<file path="src/rtl/crr_pkg.sv">
// Shared constants and the pipeline item type for the cascaded range remapper.
`default_nettype none

package crr_pkg;

  localparam int STAGES      = 7;
  localparam int SLOTS       = 64;
  localparam int VALUE_BITS  = 32;
  localparam int SLOT_W      = (SLOTS > 1) ? $clog2(SLOTS) : 1;
  localparam int STAGE_IDX_W = 3;
  localparam int SLOT_IDX_W  = 6;
  localparam int HIT_W       = 7;

  // One item as it travels down the pipeline. Load items use the region
  // fields, translate items use value and hits.
  typedef struct packed {
    logic                   lookup;
    logic [STAGE_IDX_W-1:0] stage_index;
    logic [SLOT_IDX_W-1:0]  slot_index;
    logic                   entry_enable;
    logic [VALUE_BITS-1:0]  base;
    logic [VALUE_BITS:0]    region_end;
    logic [VALUE_BITS-1:0]  offset;
    logic [VALUE_BITS-1:0]  value;
    logic [HIT_W-1:0]       hits;
  } crr_item_t;

endpackage

`default_nettype wire

</file>
<file path="src/rtl/crr_prep.sv">
// Input register that precomputes region end and translation offset.
`default_nettype none

module crr_prep (
  input  logic                             clk_i,
  input  logic                             rst_ni,
  input  logic                             in_valid_i,
  output logic                             in_ready_o,
  input  logic                             mode_i,
  input  logic [crr_pkg::STAGE_IDX_W-1:0]  stage_index_i,
  input  logic [crr_pkg::SLOT_IDX_W-1:0]   slot_index_i,
  input  logic                             entry_enable_i,
  input  logic [crr_pkg::VALUE_BITS-1:0]   region_base_i,
  input  logic [crr_pkg::VALUE_BITS-1:0]   region_length_i,
  input  logic [crr_pkg::VALUE_BITS-1:0]   region_target_i,
  input  logic [crr_pkg::VALUE_BITS-1:0]   lookup_value_i,
  output logic                             out_valid_o,
  input  logic                             out_ready_i,
  output crr_pkg::crr_item_t               out_item_o
);
  import crr_pkg::*;

  logic      valid_q;
  crr_item_t item_q;
  crr_item_t item_d;
  logic      load;

  assign in_ready_o = !valid_q || out_ready_i;
  assign load       = in_valid_i && in_ready_o;

  // The end is one bit wider so a region reaching the top cannot wrap.
  // value - base + target equals value + (target - base) modulo 2^VALUE_BITS.
  always_comb begin
    item_d              = '0;
    item_d.lookup       = mode_i;
    item_d.stage_index  = stage_index_i;
    item_d.slot_index   = slot_index_i;
    item_d.entry_enable = entry_enable_i;
    item_d.base         = region_base_i;
    item_d.region_end   = {1'b0, region_base_i} + {1'b0, region_length_i};
    item_d.offset       = region_target_i - region_base_i;
    item_d.value        = lookup_value_i;
    item_d.hits         = '0;
  end

  always_ff @(posedge clk_i or negedge rst_ni) begin
    if (!rst_ni) begin
      valid_q <= 1'b0;
    end else if (in_ready_o) begin
      valid_q <= in_valid_i;
    end
  end

  always_ff @(posedge clk_i) begin
    if (load) begin
      item_q <= item_d;
    end
  end

  assign out_valid_o = valid_q;
  assign out_item_o  = item_q;

endmodule

`default_nettype wire

</file>
<file path="config.mk">
export PLATFORM = sky130hd
export DESIGN_NAME = crr_prep
export DESIGN_NICKNAME = d
export VERILOG_FILES = /design/src/rtl/crr_pkg.sv /design/src/rtl/crr_prep.sv
export SDC_FILE = /design/constraint.sdc
export NUM_CORES = 1
export LEC_CHECK = 0
export BUFFER_PORTS_ARGS = -buffer_cell sky130_fd_sc_hd__buf_4
export CORE_ASPECT_RATIO = 0.6
export CORE_MARGIN = 2
export CORE_UTILIZATION = 43
export DETAILED_ROUTE_END_ITERATION = 10
export GPL_TIMING_DRIVEN = 0
export PLACE_DENSITY = 0.71
export SLEW_MARGIN = 20
export SYNTH_ARGS = -nofsm -noshare
export SYNTH_HDL_FRONTEND = slang
export SYNTH_SLANG_ARGS = --single-unit
</file>
<file path="constraint.sdc">
create_clock -name clk_i -period 4.8 [get_ports clk_i]
set_input_delay 1.44 -clock clk_i [delete_from_list [all_inputs] [get_ports clk_i]]
set_output_delay 1.44 -clock clk_i [all_outputs]
set_load 0.01 [all_outputs]
</file>
==> run metrics, run 1 <==
run status=finished, final reports clean; Num CTS Buffers=17; crit path launch type=input port; worst slew pin tran=between 700 and 800 ps; dpl ws=779 ps; Yosys warnings=0; die width=between 150 and 200 µm; CTS tree=yes; sequential fraction of the synthesis area=52.9%; DR WL/cell=between 15 and 20 µm; FP Rows=38; Cells after Synth=approximately 700; Max stage delay cell, worst path=fa_1; root buffer cell=clkbuf_16; Synth area leaders=edfxtp_1 (53%), ha_1 (9.9%), a21oi_1 (3.8%); Yosys top cell by area=edfxtp_1; Final Hold Vio Count=0; core area=about 18,000 µm²; Vias=6,644; unrepaired setup endpoints after global routing=false; largest net degree at the start of global routing=60; fmax=approximately 0.27 GHz; Worst path max stage delay=460 ps; vias in the first global route=around 6,300; Final Critical Period=between 3000 and 4000 ps; 1st-pass router iterations=5; worst hold-check path type=reg2reg; count leader, synth=edfxtp_1; final setup fails=0; ANT cells=0; Routed Antenna Nets=0; Worst setup EP type=flip-flop; Commonest cells post-synth=edfxtp_1 (140), ha_1 (63), a21oi_1 (61), nand2_1 (54), inv_1 (47); Sum Neg Setup Slack=0 ps; Hold Buf Count CTS=0; fin. max-slew vios=0; H-tree depth=4; # DRC=0; final wirelength=between 20,000 and 25,000 µm; crit path DAT=3800 ps; first-pass GRT wire length=roughly 35,000 µm; Yosys top cell area share=52.6%; fraction of registers with async set/reset=0.709%; Cell variety after synth=64; worst-path cell chain=buf_4 > ha_1 > fa_1 > a211oi_2 > o211ai_1 > a211o_1 > a41o_1 > a21o_1 > a21oi_2 > xnor2_1; gr ovfl total=0; clk slew on worst S/H paths=roughly 60 ps; synthesis-to-layout area growth=38.6%; Clock Latency Late Sink=400 ps; Layout Skew=around 11 ps; Reg2Reg Depth=3; Syn Std Cell Area=around 8000 µm²; post-CTS resize count=0; Util after Layout=around 60%; worst setup path startpoint=region_base_i[0]; violation count after the first detailed-route iteration=411; worst path required time=a little under 5000 ps; flop2flop setup slack=approximately 2900 ps; max_cap viols=0; critical path peak fanout=4; Top FF cell, synth=edfxtp_1; hold slack=560 ps; Starting Density=between 40% and 50%; pwr dens=between 300 and 400 nW/µm²; clk sink count=approximately 140; Power Total=3.74 mW; # IOs=about 290; Die ar.=about 20,000 µm²; capturing point of the worst reg2reg path=out_item_o[57]; initial antenna violation count=0; DPL Wire Length=between 15,000 and 20,000 µm; Layout Nets=between 1,000 and 1,500; port bufs=around 280; kind of critical path=in2reg; period utilization=between 70% and 80%; Mapped Avg Cell Area=between 10 and 15 µm²; vias per cell=~5.3; worst r2r src=out_valid_o; final setup margin=about 1100 ps; worst setup path end=out_item_o[91]; RD Place Congestion=0.859; Die H=110 µm; Post CTS Setup Buffer Count=0; max_slew headroom=approximately 53%; share of cells above drive strength 1=34.0%; LEAKAGE=4.83 nW; Yosys reg bits=roughly 140; Max rail drop VDD=0.283 mV; clock buffer depth=2; number of flops mapped to enable cells by yosys=140; GRT Overall Usage=a little under a quarter
## report_power, final
| group | leakage [nW] | total (mW) | switching [mW] | internal (mW) |
|---|---|---|---|---|
| logic | 3.20 | 0.892 | 0.484 | 0.408 |
| registers | 1.34 | 1.53 | 0.0279 | 1.50 |
| clock network | 0.282 | 1.33 | 0.551 | 0.774 |
## critical path, delay by kind of cell
family          cells  cell delay, ps
compound gates      6            1470
fa+ha+maj           2             680
xor+xnor            1              80
buf+inv             1             120
## state kept, by name, indices dropped and copies added, names as in the netlist
signal       count
out_item_o     140
out_valid_o      1
## metal layers
| layer | track usage [%] | vias to the layer above | routed length [µm] |
|---|---|---|---|
| met2 | 33.9 | 242 | 9800 |
| met5 | 0 | - | 0 |
| met4 | 5.40 | 0 | 346 |
| met3 | 4.54 | 26 | 1320 |
| li1 | - | 3252 | - |
| met1 | 33.8 | 3124 | 11300 |
## how the worst min path moves through the flow
| stage | start | to | slack, ps | depth (start not counted) |
|---|---|---|---|---|
| 6_report | out_valid_o | out_valid_o | 560 | 2 |
| 5_1_grt | out_valid_o | out_valid_o | 620 | 2 |
| 4_1_cts | out_valid_o | out_valid_o | 560 | 2 |
| 3_5_place_dp | out_valid_o | out_valid_o | 540 | 2 |
| 3_3_place_gp | out_valid_o | out_valid_o | 510 | 2 |
| 2_1_floorplan | out_valid_o | out_valid_o | 620 | 2 |
## kinds of logic (layout without fill, tap and decap cells)
| family | count (synthesis) | count (layout) | synth area share [%] |
|---|---|---|---|
| and+or+nand+nor | 161 | 161 | 9.71 |
| xor gates and xnor gates | 57 | 57 | 6.25 |
| muxes | 1 | 1 | 0.125 |
| DFF | 141 | 141 | 52.9 |
| adders and majority gates | 65 | 65 | 10.4 |
| buffers and inverters | 77 | 394 | 4.13 |
| other | 1 | 7 | 0.0469 |
| AOI/OAI and AO/OA | 199 | 199 | 16.4 |
## metrics by stage
step | cell area (µm²) | std cells
final | 11100 | 1265
after global routing | 11100 | 1265
after CTS | 11100 | 1265
after detailed placement | 10500 | 1234
after global placement | 10400 | 1232
after floorplan | 8010 | 708
## layout make-up
type,instances,area (µm²)
Multi-Input combinational cell,490,3460
Tap cell,240,300
Timing Repair Buffer,286,2180
Buffer,30,154
Clock inverter,14,155
Fill cell,1497,7040
Clock buffer,17,425
Sequential cell,141,4230
Inverter,47,176
## cell usage in the layout (no fill, tap or decap), types with 3 or more instances in the layout
| cell type | n |
|---|---|
| a2111oi_0 | 3 |
| a211oi_1 | 10 |
| a21o_1 | 21 |
| a21o_2 | 3 |
| a21oi_1 | 61 |
| a21oi_2 | 4 |
| a31oi_1 | 5 |
| and2_1 | 3 |
| and4_1 | 3 |
| buf_2 | 3 |
| buf_4 | 292 |
| clkbuf_1 | 18 |
| clkbuf_16 | 17 |
| conb_1 | 7 |
| edfxtp_1 | 140 |
| ha_1 | 63 |
| inv_1 | 47 |
| inv_6 | 7 |
| nand2_1 | 54 |
| nand2b_1 | 7 |
| nand3_1 | 18 |
| nand4_1 | 15 |
| nor2_1 | 31 |
| nor2b_1 | 5 |
| nor3_1 | 13 |
| o211ai_1 | 10 |
| o21a_1 | 7 |
| o21ai_0 | 35 |
| o21ai_1 | 4 |
| o21bai_1 | 5 |
| o221ai_1 | 4 |
| xnor2_1 | 32 |
| xor2_1 | 25 |
Power figures use the tool's default switching activity.
==> run 2, diff against run 1 <==
--- a/config.mk
+++ b/config.mk
@@ -5,13 +5,14 @@
 export SDC_FILE = /design/constraint.sdc
 export NUM_CORES = 1
 export LEC_CHECK = 0
+export ABC_AREA = 1
 export BUFFER_PORTS_ARGS = -buffer_cell sky130_fd_sc_hd__buf_4
 export CORE_ASPECT_RATIO = 0.6
 export CORE_MARGIN = 2
 export CORE_UTILIZATION = 43
 export DETAILED_ROUTE_END_ITERATION = 10
 export GPL_TIMING_DRIVEN = 0
-export PLACE_DENSITY = 0.71
+export PLACE_DENSITY = 0.69
 export SLEW_MARGIN = 20
 export SYNTH_ARGS = -nofsm -noshare
 export SYNTH_HDL_FRONTEND = slang
==> constraint.sdc (replaced) <==
create_clock -name clk_i -period 3.5 [get_ports clk_i]
set_input_delay 1.05 -clock clk_i [delete_from_list [all_inputs] [get_ports clk_i]]
set_output_delay 1.05 -clock clk_i [all_outputs]
set_load 0.01 [all_outputs]
==> run 2 against run 1 <==
  * Final cell count rose by 42%
  * Worst hold slack worse by 180 ps
  * Core utilization shrank 1.4 points
  * Count of clock-buffer cells in the layout up 4
  * Wire length up 16%
  * Non-clock buffer count down 18
  * Die area grew 15%
  * Critical path depth increased by 3
  * Sequential share of layout area fell by 4.4 points
  * Register-to-register slack worse by 1200 ps
  * Highest routed layer unchanged
  * Sequential power is 36% higher
==> run metrics, run 2 <==
hold slack=377 ps (was 560 ps); gr busiest metal=met2 (unchanged); max_cap viols=0 (unchanged); DR WL/cell=14.6 µm (was 18.0 µm); Die H=117 µm (was 110 µm); Layout Skew=12.2 ps (was 11.4 ps); ANT cells=0 (unchanged); Buffers & Inverters on Critical Path=1 (unchanged); most used cell, CP=nand2_1; Vias=8,343 (was 6,644); count leader, synth=nand2_1 (was edfxtp_1); period utilization=72.1%; initial antenna violation count=0 (unchanged); Seq. cell area=4230 µm² (unchanged); max_slew headroom=55.2% (was 52.6%); Multi-input gate area=3940 µm² (was 3460 µm²); H-tree depth=4 (unchanged); Sw Share=28.1% (was 28.4%); GR Util met3=5.34% (was 4.54%); crit path launch type=input port (unchanged); Post CTS Setup Buffer Count=0 (unchanged); RD Place Congestion=0.871 (was 0.859); Worst setup EP type=flip-flop (unchanged); fraction of registers with async set/reset=0.709% (unchanged); Final Cell Area=12,500 µm² (was 11,100 µm²); Routed Antenna Nets=0 (unchanged); number of flops mapped to enable cells by yosys=140 (unchanged); largest net degree at the start of global routing=27 (was 60); fmax=about 0.40 GHz; Max stage delay cell, worst path=fa_1 (unchanged); Yosys reg bits=141 (unchanged); fill count=1,901 (was 1,497); Die ar.=22,600 µm² (was 19,700 µm²); Top FF cell, synth=edfxtp_1 (unchanged); Seq pwr share=38.5% (was 40.8%); sequential fraction of the synthesis area=46.0% (was 52.9%); GRT Overall Usage=23.5% (was 22.6%); crit path DAT=2710 ps (was 3800 ps); DPL Wire Length=21,500 µm (was 17,800 µm); # IOs=292 (unchanged); core area=21,000 µm² (was 18,100 µm²); first-pass GRT wire length=39,600 µm (was 34,600 µm); critical path peak fanout=4 (unchanged); die width=193 µm (was 180 µm); final setup fails=0 (unchanged); met1 Usage GRT=33.2% (was 33.8%); worst r2r src=out_valid_o (unchanged); clock share of power=37.2% (was 35.4%); share of cells above drive strength 1=23.2% (was 34.0%); # DRC=0 (unchanged); Final Critical Period=between 2000 and 3000 ps; synthesis-to-layout area growth=36.2% (was 38.6%); LEAKAGE=6.85 nW (was 4.83 nW); Psw=1.52 mW (was 1.06 mW); gr ovfl total=0 (unchanged); Max rail drop VDD=0.360 mV (was 0.283 mV); port bufs=284 (unchanged); cell area after placement=11,900 µm² (was 10,500 µm²); most frequent cells in the layout=nand2_1 (462), buf_4 (292), inv_1 (266), edfxtp_1 (140), nor2_1 (75) (was buf_4 (292), edfxtp_1 (140), ha_1 (63), a21oi_1 (61), nand2_1 (54)); Critical Path Stages=13 (was 10); Clock Latency Late Sink=430 ps (was 400 ps); Largest register FFs=140 (unchanged); met2 usage=36.8% (was 33.9%); flop2flop setup slack=1750 ps (was 2940 ps); non-filler cells in the finished layout=1,800 (was 1,265); Cell variety after synth=27 (was 64); clk sink count=141 (unchanged); final wirelength=26,300 µm (was 22,700 µm); vias in the first global route=7,753 (was 6,276); most common cell after layout, fill and taps aside=nand2_1 (was buf_4); Commonest cells post-synth=nand2_1 (462), inv_1 (268), edfxtp_1 (140), nor2_1 (75), ha_1 (63) (was edfxtp_1 (140), ha_1 (63), a21oi_1 (61), nand2_1 (54), inv_1 (47)); combinational share of power=24.3% (was 23.8%); clk slew on worst S/H paths=60 ps (about the same); Yosys top cell area share=45.7% (was 52.6%); Mapped Avg Cell Area=7.71 µm² (was 11.4 µm²); Final Hold Vio Count=0 (unchanged); Synth area leaders=edfxtp_1 (46%), nand2_1 (19%), inv_1 (11%) (was edfxtp_1 (53%), ha_1 (9.9%), a21oi_1 (3.8%)); fin. max-slew vios=0 (unchanged); violation count after the first detailed-route iteration=504 (was 411); Worst path max stage delay=470 ps (was 460 ps); Internal=3.88 mW (was 2.68 mW); placed cell count=1,768 (was 1,234); run status=finished, final reports clean (unchanged); worst hold-check path type=in2async (was reg2reg); worst slew pin tran=670 ps (was 712 ps); Power Total=5.40 mW (was 3.74 mW); Util after Layout=59.7% (was 61.1%); vias per cell=4.64 (was 5.25); Syn Std Cell Area=9200 µm² (was 7990 µm²); post-CTS resize count=0 (unchanged); kind of critical path=in2reg (unchanged); Reg2Reg Depth=3 (unchanged); root buffer cell=clkbuf_16 (unchanged); CTS tree=yes (unchanged); Starting Density=43.8% (was 44.1%); Hold Buf Count CTS=0 (unchanged); 1st-pass router iterations=5 (unchanged); CP delay by family, top=simple AND/OR/NAND/NOR gates (was compound AO/OA/AOI/OAI gates); unrepaired setup endpoints after global routing=false (unchanged); Yosys warnings=0 (unchanged); Cells after Synth=1,193 (was 702); Yosys top cell by area=edfxtp_1 (unchanged); worst-path cell chain=buf_4 > ha_1 > fa_1 > nand3_1 > nand3_1 > nand2_1 > nand2_2 > nand2_2 > nand2_2 > nand2_1 > nand2_1 > nand2_1 > nand2_1 (was buf_4 > ha_1 > fa_1 > a211oi_2 > o211ai_1 > a211o_1 > a41o_1 > a21o_1 > a21oi_2 > xnor2_1); clock buffer depth=2 (unchanged); Layout Nets=1,716 (was 1,221); Num CTS Buffers=17 (unchanged); pwr dens=431 nW/µm² (was 338 nW/µm²); worst path required time=3680 ps (was 4950 ps); capturing point of the worst reg2reg path=out_item_o[86] (was out_item_o[57]); FP Rows=41 (was 38)
-- run 2: cell types whose count changed in the layout (fill, tap and decap cells not counted), sizes merged, moves of 7 or more --
cell    previous run  this run
nand4             15         8
nand2b             7         0
a21oi             65        44
clkbuf            35        21
a21o              24         2
xnor2             32         2
inv               54       268
nand2             54       476
o21ai             41         1
nor2              31        79
a211oi            12         0
nand3             18        55
o211ai            10         0
o21a               7         0
-- run 2: cell families after synthesis --
| kind of cell | synth area share [%] |
|---|---|
| buffers and inverters | 11.6 |
| XOR/XNOR | 2.86 |
| adder cells (fa/ha/maj) | 9.01 |
| AO/OA/AOI/OAI | 3.02 |
| other | 0.0408 |
| flip-flops | 46.0 |
| AND/OR/NAND/NOR | 27.5 |
-- run 2: metal layers --
metal	up-vias	wire [µm]
li1	4301	-
met2	269	11600
met1	3741	12600
met5	-	0
met3	32	1790
met4	0	380
-- run 2: worst max path at each step --
| stage | from | slack, ps | endpoint |
|---|---|---|---|
| CTS | region_base_i[0] | 990 | out_item_o[99] |
| global placement | out_ready_i | -1390 | out_item_o[41] |
| detailed placement | region_base_i[0] | 540 | out_item_o[99] |
| global route | region_base_i[0] | 830 | out_item_o[99] |
| floorplan | out_ready_i | -310 | out_item_o[100] |
| finish | region_base_i[0] | 980 | out_item_o[99] |
-- run 2: worst reg2reg max path, stage by stage (launching register included) --
cell     delay [ps]
dfrtp_1         410
a21oi_4         570
buf_16          260
buf_16          200
-- run 2: power groups by stage --
stage | Clock (mW) | Sequential [mW] | Combinational (mW)
CTS | 2.04 | 2.08 | 1.31
finish | 2.01 | 2.08 | 1.31
global route | 2.12 | 2.09 | 1.47
global placement | 0 | 2.12 | 1.26
detailed placement | 0 | 2.11 | 1.30
floorplan | 0 | 2.19 | 0.663
-- run 2: stage by stage --
stage | worst slack (ps) | setup TNS, ps
2_1_floorplan | -306 | -42850
3_3_place_gp | -1390 | -194260
3_5_place_dp | 539 | 0
4_1_cts | 988 | 0
5_1_grt | 827 | 0
6_report | 976 | 0
-- run 2: final cells by class --
cell class | count | share of cell area, %
buffer | 8 | 0.479
clock buffer | 21 | 3.59
clock inverter | 11 | 1.52
inverter | 268 | 8.13
multi-input combinational | 782 | 31.4
sequential | 141 | 33.7
tap | 279 | 2.79
timing repair buffer | 290 | 18.3
